**src/hdl/pwm2ppm_pkg.sv**
```systemverilog
// Shared constants and types for the PWM capture to PPM encoder.
package pwm2ppm_pkg;

    localparam int NUM_CHANNELS = 8;
    localparam int TIMER_WIDTH  = 16;
    localparam int CH_IDX_W     = $clog2(NUM_CHANNELS);
    localparam int SLOT_W       = $clog2(NUM_CHANNELS + 1);

    localparam int PIN_W        = 8;
    localparam int SLOT_OUT_W   = 4;
    localparam int CFG_IDX_W    = 3;
    localparam int CFG_DATA_W   = 16;
    localparam int FRAMES_W     = 8;
    localparam int FS_CH_W      = 3;

    localparam logic [TIMER_WIDTH-1:0] INIT_WIDTH    = TIMER_WIDTH'(1000);
    localparam logic [15:0]            RST_SEPARATOR = 16'd300;
    localparam logic [15:0]            RST_SYNC      = 16'd5000;
    localparam logic [15:0]            RST_FS_WIDTH  = 16'd500;
    localparam logic [FRAMES_W-1:0]    RST_FS_FRAMES = FRAMES_W'(3);
    localparam logic [FS_CH_W-1:0]     RST_FS_CHAN   = FS_CH_W'(2);

    typedef enum logic [CFG_IDX_W-1:0] {
        CFG_SEPARATOR  = 3'd0,
        CFG_SYNC       = 3'd1,
        CFG_FS_WIDTH   = 3'd2,
        CFG_FS_FRAMES  = 3'd3,
        CFG_FS_CHANNEL = 3'd4
    } t_cfg_idx;

endpackage

```
**src/hdl/pwm_capture_to_ppm_encoder_top.sv**
```systemverilog
// Eight-channel RC PWM capture feeding a serial PPM frame generator.
//
// Input channel: one transfer per timer tick, carrying the levels of the
// eight PWM pins. Output channel: one transfer per tick with the PPM level,
// a frame start flag in the first tick of the sync pulse and the slot index.
// Configuration channel: register index and write data, always ready. The user
// must write registers only while no tick is in flight; the block does not enforce it.
//
// Each tick is captured in an input register and fully processed by one
// pass of combinational logic into the result register, so a result is
// offered once its tick has passed both registers; one tick is taken every
// cycle while results are taken. The only loop is the state feedback
// through that single pass (edge capture, phase counter, failsafe count).
// When the receiver stalls, the result register holds, the input register
// fills with one more tick, and then input ready drops.
// Reset empties both registers, loads all widths with 1000 and starts a
// separator phase with the reset separator length RST_SEPARATOR.
module pwm_capture_to_ppm_encoder_top
    import pwm2ppm_pkg::*;
(
    input  logic                  i_clk,
    input  logic                  i_rst_n,
    input  logic                  i_in_valid,
    output logic                  o_in_ready,
    input  logic [PIN_W-1:0]      i_pin_levels,
    output logic                  o_out_valid,
    input  logic                  i_out_ready,
    output logic                  o_ppm_level,
    output logic                  o_frame_start,
    output logic [SLOT_OUT_W-1:0] o_slot_index,
    input  logic                  i_cfg_valid,
    output logic                  o_cfg_ready,
    input  logic [CFG_IDX_W-1:0]  i_cfg_index,
    input  logic [CFG_DATA_W-1:0] i_cfg_data
);

    // Configuration registers.
    logic [15:0]            r_separator;
    logic [15:0]            r_sync;
    logic [TIMER_WIDTH-1:0] r_fs_width;
    logic [FRAMES_W-1:0]    r_fs_frames;
    logic [FS_CH_W-1:0]     r_fs_channel;

    // Pipeline registers.
    logic                   r_in_valid;
    logic [NUM_CHANNELS-1:0] r_pins;
    logic                   r_out_valid;
    logic                   r_ppm_level;
    logic                   r_frame_start;
    logic [SLOT_OUT_W-1:0]  r_slot_index;

    // Block state.
    logic [TIMER_WIDTH-1:0]  r_tick;
    logic [TIMER_WIDTH-1:0]  r_rise  [NUM_CHANNELS];
    logic [TIMER_WIDTH-1:0]  r_width [NUM_CHANNELS];
    logic [NUM_CHANNELS-1:0] r_prev;
    logic                    r_high;
    logic [SLOT_W-1:0]       r_slot;
    logic [15:0]             r_ticks_left;
    logic [FRAMES_W-1:0]     r_loss;

    logic [TIMER_WIDTH-1:0]  n_rise  [NUM_CHANNELS];
    logic [TIMER_WIDTH-1:0]  n_width [NUM_CHANNELS];
    logic                    n_high;
    logic [SLOT_W-1:0]       n_slot;
    logic [15:0]             n_ticks_left;
    logic [FRAMES_W-1:0]     n_loss;
    logic                    n_start;
    logic [SLOT_OUT_W-1:0]   n_slot_index;

    logic advance;
    logic process;

    assign advance     = !r_out_valid || i_out_ready;
    assign process     = r_in_valid && advance;
    assign o_in_ready  = !r_in_valid || advance;
    assign o_cfg_ready = 1'b1;

    assign o_out_valid   = r_out_valid;
    assign o_ppm_level   = r_ppm_level;
    assign o_frame_start = r_frame_start;
    assign o_slot_index  = r_slot_index;

    always_comb begin
        n_loss = r_loss;
        for (int n = 0; n < NUM_CHANNELS; n++) begin
            n_rise[n]  = r_rise[n];
            n_width[n] = r_width[n];
            if (r_pins[n] && !r_prev[n]) begin
                n_rise[n] = r_tick;
            end else if (!r_pins[n] && r_prev[n]) begin
                n_width[n] = r_tick - r_rise[n];
                if (FS_CH_W'(n) == r_fs_channel) begin
                    n_loss = r_fs_frames;
                end
            end
        end

        n_high       = r_high;
        n_slot       = r_slot;
        n_ticks_left = r_ticks_left;
        n_start      = 1'b0;
        if (r_ticks_left != 16'd0) begin
            n_ticks_left = r_ticks_left - 16'd1;
        end else if (r_high) begin
            n_high       = 1'b0;
            n_ticks_left = r_separator;
        end else begin
            n_high = 1'b1;
            if (r_slot >= SLOT_W'(NUM_CHANNELS)) begin
                n_start      = 1'b1;
                n_ticks_left = r_sync;
                n_slot       = '0;
                // The failsafe check sees a loss count already refreshed by an
                // edge in this same tick.
                if (n_loss == '0) begin
                    if (32'(r_fs_channel) < NUM_CHANNELS) begin
                        n_width[CH_IDX_W'(r_fs_channel)] = r_fs_width;
                    end
                end else begin
                    n_loss = n_loss - FRAMES_W'(1);
                end
            end else begin
                n_ticks_left = 16'(n_width[r_slot[CH_IDX_W-1:0]]);
                n_slot       = r_slot + SLOT_W'(1);
            end
        end

        if (n_high) begin
            n_slot_index = (n_slot == '0) ? SLOT_OUT_W'(NUM_CHANNELS)
                                          : SLOT_OUT_W'(n_slot - SLOT_W'(1));
        end else begin
            n_slot_index = SLOT_OUT_W'(n_slot);
        end
    end

    always_ff @(posedge i_clk) begin
        if (!i_rst_n) begin
            r_separator  <= RST_SEPARATOR;
            r_sync       <= RST_SYNC;
            r_fs_width   <= TIMER_WIDTH'(RST_FS_WIDTH);
            r_fs_frames  <= RST_FS_FRAMES;
            r_fs_channel <= RST_FS_CHAN;
        end else if (i_cfg_valid) begin
            case (t_cfg_idx'(i_cfg_index))
                CFG_SEPARATOR:  r_separator  <= i_cfg_data;
                CFG_SYNC:       r_sync       <= i_cfg_data;
                CFG_FS_WIDTH:   r_fs_width   <= TIMER_WIDTH'(i_cfg_data);
                CFG_FS_FRAMES:  r_fs_frames  <= i_cfg_data[FRAMES_W-1:0];
                CFG_FS_CHANNEL: r_fs_channel <= i_cfg_data[FS_CH_W-1:0];
                default: begin
                end
            endcase
        end
    end

    always_ff @(posedge i_clk) begin
        if (!i_rst_n) begin
            r_in_valid  <= 1'b0;
            r_out_valid <= 1'b0;
        end else begin
            if (o_in_ready) begin
                r_in_valid <= i_in_valid;
            end
            if (advance) begin
                r_out_valid <= r_in_valid;
            end
        end
    end

    always_ff @(posedge i_clk) begin
        if (i_in_valid && o_in_ready) begin
            r_pins <= NUM_CHANNELS'(i_pin_levels);
        end
        if (process) begin
            r_ppm_level   <= n_high;
            r_frame_start <= n_start;
            r_slot_index  <= n_slot_index;
        end
    end

    always_ff @(posedge i_clk) begin
        if (!i_rst_n) begin
            r_tick       <= '0;
            r_prev       <= '0;
            r_high       <= 1'b0;
            r_slot       <= '0;
            r_ticks_left <= RST_SEPARATOR;
            r_loss       <= '0;
            for (int n = 0; n < NUM_CHANNELS; n++) begin
                r_rise[n]  <= '0;
                r_width[n] <= INIT_WIDTH;
            end
        end else if (process) begin
            r_tick       <= r_tick + TIMER_WIDTH'(1);
            r_prev       <= r_pins;
            r_high       <= n_high;
            r_slot       <= n_slot;
            r_ticks_left <= n_ticks_left;
            r_loss       <= n_loss;
            for (int n = 0; n < NUM_CHANNELS; n++) begin
                r_rise[n]  <= n_rise[n];
                r_width[n] <= n_width[n];
            end
        end
    end

endmodule

```
**config.mk**
```make
export PLATFORM = sky130hd
export DESIGN_NAME = pwm_capture_to_ppm_encoder_top
export DESIGN_NICKNAME = d
export VERILOG_FILES = /design/src/hdl/pwm2ppm_pkg.sv /design/src/hdl/pwm_capture_to_ppm_encoder_top.sv
export SDC_FILE = /design/constraint.sdc
export NUM_CORES = 1
export LEC_CHECK = 0
export BUFFER_PORTS_ARGS = -buffer_cell sky130_fd_sc_hd__buf_2
export CAP_MARGIN = 25
export CORE_ASPECT_RATIO = 0.8
export CORE_MARGIN = 5
export CORE_UTILIZATION = 45
export CTS_CLUSTER_DIAMETER = 60
export DETAILED_ROUTE_END_ITERATION = 16
export GPL_ROUTABILITY_DRIVEN = 0
export PLACE_DENSITY = 0.68
export SETUP_SLACK_MARGIN = 0.15
export SYNTH_ARGS = -nofsm -noshare
export SYNTH_HDL_FRONTEND = slang
export SYNTH_SLANG_ARGS = --single-unit
```
**constraint.sdc**
```tcl
create_clock -name i_clk -period 5.45 [get_ports i_clk]
set_input_delay 1.09 -clock i_clk [delete_from_list [all_inputs] [get_ports i_clk]]
set_output_delay 1.09 -clock i_clk [all_outputs]
set_load 0.005 [all_outputs]
```
* Word level (Yosys, flattened, before mapping)
Memory sizes are Yosys's and may differ from the RTL's. Cells that the tools add are included.
Operators by class: multiplexer cells 93, $add $sub $neg 13, reduce and logical (&&, ||, !) cells 50, equality and inequality tests 11, bitwise gates (word level) 18, $lt $le $gt $ge 4
Operator list (count):
- 16-bit two-way mux | 46
- 128-bit two-way mux | 4
- 8-bit two-way mux | 28
- 128-bit bitwise mux | 1
- 16-bit subtractor | 8
- 16-bit binary-select mux with 3-bit select | 1
- 16-bit demux with 3-bit select | 1
- 4-bit two-way mux | 5
- 1-bit logical AND | 19
- 1-bit zero test | 18
- 16-bit by 1-bit adder with 16-bit output (second input constant) | 1
- 1-bit OR | 16
- 16-bit nonzero test | 1
- 16-bit by 1-bit subtractor with 16-bit output (second input constant) | 1
- 3-bit equality test (first input constant) | 4
- 4-bit >= comparator (second input constant) | 3
- 2-bit AND reduction | 5
- 8-bit zero test | 1
- 3-bit inverter with 4-bit output | 2
- 8-bit by 1-bit subtractor with 8-bit output (second input constant) | 1
- 1-bit two-way mux | 7
- 2-bit by 3-bit equality test with 1-bit output (first input constant) | 2
- 3-bit by 2-bit equality test with 1-bit output (second input constant) | 2
- 3-bit zero test | 2
- other kinds (9) | 10
Word-level totals: logic and storage cells 208, memories 2, input bits 32, bits in writable memories 256, register bits after elaboration 128
Memories:
- r_rise | depth 8, width 16, rd ports 8, clocked after Yosys merged registers in 0, wr ports 8, line pwm_capture_to_ppm_encoder_top.sv:54 | logic [TIMER_WIDTH-1:0] r_rise [NUM_CHANNELS];
- r_width | depth 8, width 16, rd ports 8, clocked after Yosys merged registers in 0, wr ports 8, line pwm_capture_to_ppm_encoder_top.sv:55 | logic [TIMER_WIDTH-1:0] r_width [NUM_CHANNELS];

* Logic depth before layout (Yosys ltp)
depth in word-level cells 31, mapped depth 17

* Worst setup path after synthesis
OpenSTA, ideal clock, no wires.
path type input to register, start input i_out_ready, end memory r_width[0][0], enable pin, arrival time 4.102 ns, stages on the path 5, slack 0.214 ns, path through nor2b_1 nand2b_1 clkbuf_1 clkbuf_1 nand2_1
RTL lines:
- start: declaration | line pwm_capture_to_ppm_encoder_top.sv:27 | input logic i_out_ready,
- end: declaration | line pwm_capture_to_ppm_encoder_top.sv:55

==> qor.csv <==
stage,metric,value,unit
pwr,ir_worst_vdd,0.000180,V
synthesis,async_flop_share,0,
sta,clock_skew,0.0250,ns
critical_path,path_delay_family,simple AND/OR/NAND/NOR gates,
route,postRouteWirelength,80500,um
synthesis,yosysTopAreaCellShare,0.338,
global_route,grt_pass1_wl,119000,um
clock_tree,cts_buffer_depth,3,
route,drc,0,
final_layout,fin_area,26200,sq um
clock_tree,cts_resized,0,
final_layout,finalNonFillerCells,3345,
synthesis,synth_area_per_cell,9.10,sq um
die,core.rowCount,75,
critical_path,path_cells,nand2b_1 > mux4_2 > mux2i_4 > buf_4 > mux2_2 > inv_1 > ha_1 > inv_1 > nor4_4 > nor2b_1 > nand3_1 > o21ai_0 > nand2_1,
pwr,pwr-share-clk,0.406,
critical_path,worstPathRequired,5.75,ns
synthesis,synthTopCellsByArea,"edfxtp_1 34%, dfxtp_1 9.5%, ha_1 6.6%, nand2_1 5.2%, nor2_1 4.6%",
sta,setup_violations,0,
clock_tree,cts_buffers,41,
clock_tree,cts_tree,built,
final_layout,num_antenna_cells,0,
pwr,pwr-share-comb,0.113,
synthesis,yosys.cell_count.top_type,nand2_1,
clock_tree,clkLatencyLatePin,0.58,ns
synthesis,synth_seq_cells,384,
global_route,grt_pass1_vias,19400,
clock_tree,clockRootBuffer,clkbuf_16,
critical_path,end_kind,flip-flop,
final_layout,post_route_cells_drive_above_1_share,0.0811,
die,io_pins,41,
synthesis,synth_area,24000,sq um
critical_path,slowest_stage,nand3_1,
route,vias,20900,
clock_tree,htreeDepth,2,
sta,fmax,222,MHz
sta,worst_pin_slew,1.07,ns
sta,hold_violations,0,
synthesis,ys_seq_area_frac,0.433,
pwr,p_sw_frac,0.266,
final_layout,area_growth,9.09,%
global_route,grt_usage,0.267,
placed_design,dp_cells,3270,
pwr,powerDensity,263,nW/um^2
global_route,grt_overflow_total,0,
global_route,grt_start_max_net_pins,78,
die,start_util,0.456,
clock_tree,cts_sinks,384,
route,drtPass1Iterations,8,
pwr,pwr-share-seq,0.481,
sta,rsz0062_at_grt,no,
pwr,switchingPower,1830,uW
placed_design,hpwl,57600,um
hold_path,hold_path_class,flip-flop to flip-flop,
clock_tree,cts.reportedPaths.clkPinSlew,0.07,ns
final_layout,final_util,0.498,
synthesis,synth_top_area_cell,edfxtp_1,
pwr,internal_power,5050,uW
placed_design,placed_cell_area,24900,sq um
run_status,outcome,finished clean,
synthesis,ys_top_cells_by_count,"332 x nand2_1, 294 x nor2_1, 270 x edfxtp_1, 168 x o21ai_0, 163 x a21oi_1",
synthesis,ys_dominant_reg_cell,edfxtp_1,
synthesis,synth_cells,2638,
critical_path,max_stage_delay,0.64,ns
final_layout,finalNetCount,2786,
pwr,p_leak,0.0104,uW
critical_path,cp_num_buf_inv,3,
sta,setup_tns,0,ns
synthesis,yosys_warnings,0,
critical_path,cp_common_cell,inv_1,
clock_tree,ctsHoldBuffers,0,
critical_path,crit_fanout,23,
sta,fin_crit_sh,0.826,
placed_design,port_buffers,39,
sta,fin_crit,4.50,ns
sta,relSlewSlack,0.285,
die,core_area,52600,sq um
route,wl_per_cell,24.1,um
global_route,grt_antenna_before_repair,2,
synthesis,synth_cell_types,83,
synthesis,synth_edf_count,270,
critical_path,start_kind,flip-flop,
route,viasPerCell,6.26,
die,die_width,268,um
route,drt_iter0_drc,3176,
critical_path,critical_path_class,flip-flop to flip-flop,
synthesis,syn-num-nets,2804,
die,die_h,217,um
sta,drv_slew,0,
critical_path,critPathArrivalTime,4.80,ns
flow_run,cap_violations,0,
route,detail-route-antenna-nets,0,
die,die-area,58100,sq um
clock_tree,postCtsSetupRepairBufs,0,
-- power by group through the flow --
stage | clock network [uW] | registers, uW | logic (uW)
after detailed placement | 0 | 3370 | 751
after CTS | 2810 | 3310 | 757
after global placement | 0 | 3360 | 735
after global routing | 2920 | 3320 | 833
after floorplan | 0 | 3350 | 503
final | 2790 | 3310 | 780
-- sequential cells by signal (all words and copies together) (netlist names), 8 cells and up --
| name | flops |
|---|---|
| r_fs_frames | 8 |
| r_fs_width | 16 |
| r_loss | 8 |
| r_pins | 8 |
| r_prev | 8 |
| r_rise | 128 |
| r_separator | 16 |
| r_sync | 16 |
| r_tick | 16 |
| r_ticks_left | 16 |
| r_width | 128 |
-- cells by family (layout without fill, tap and decap cells) --
family	after synthesis	after routing	share of synthesized area
simple gates	972	972	0.185
compound gates	652	652	0.175
flops	384	384	0.433
buf+inv	300	314	0.0481
fa+ha+maj	134	134	0.0723
xor+xnor	108	108	0.0394
mux	87	87	0.0475
other cells	1	1	0.000156
-- path summary, 6_finish.rpt --
path / from / to / slack (ns) / cells after the start
hold / removal: r_separator[0]$_SDFFE_PN0P_ / r_separator[0]$_SDFFE_PN0P_ / 0.45 / 2
setup reg to reg: r_pins[0]$_DFFE_PP_ / r_width[1][21]$_SDFFCE_PN1P_ / 0.95 / 13
hold reg to reg: r_separator[0]$_SDFFE_PN0P_ / r_separator[0]$_SDFFE_PN0P_ / 0.45 / 2
setup / recovery: r_pins[0]$_DFFE_PP_ / r_width[1][21]$_SDFFCE_PN1P_ / 0.95 / 13
-- worst reg2reg max path, cell delays in order (launching register included) --
cell and delay, ns:
edfxtp_1 0.43, nand2b_1 0.21, mux4_2 0.54, mux2i_4 0.17
buf_4 0.29, mux2_2 0.39, inv_1 0.07, ha_1 0.20
inv_1 0.10, nor4_4 0.43, nor2b_1 0.24, nand3_1 0.64
o21ai_0 0.46, nand2_1 0.08
-- stage by stage --
| step | hold slack, ns | setup WS [ns] | total power [uW] |
|---|---|---|---|
| after floorplan | 0.428 | 0.214 | 3850 |
| after global placement | 0.438 | 1.08 | 4100 |
| after detailed placement | 0.445 | 1.04 | 4120 |
| after CTS | 0.454 | 1.04 | 6870 |
| after global routing | 0.478 | 0.643 | 7070 |
| final | 0.451 | 0.946 | 6880 |
-- final cells by class --
class | count | area [sq um]
Fill cell | 4782 | 26400
Multi-Input combinational cell | 1954 | 12500
Sequential cell | 384 | 10400
Clock buffer | 57 | 1160
Tap cell | 693 | 867
Timing Repair Buffer | 90 | 597
Inverter | 149 | 559
Clock inverter | 18 | 126
-- layer usage --
layer	GRT usage	routed length, um	vias up
met4	0.0824	2810	0
met1	0.397	33500	9928
met3	0.0688	11100	193
met5	0	0	-
met2	0.382	33100	1374
li1	-	-	9433
-- cell usage in the layout, fill, tap and decap left out, drive strengths merged, types with 10 or more instances in the layout --
master	n
a211oi	69
a21boi	13
a21o	15
a21oi	163
a31oi	19
and2	25
and3	35
buf	90
clkbuf	57
clkinv	14
dfxtp	114
edfxtp	270
ha	126
inv	151
mux2i	62
mux4	20
nand2	332
nand2b	51
nand3	51
nand4	11
nor2	294
nor2b	38
nor3	67
nor4	13
o211ai	30
o21a	36
o21ai	189
o31a	11
o31ai	10
or3	19
xnor2	58
xor2	50
Note: power is estimated with default switching activity, not from simulation.
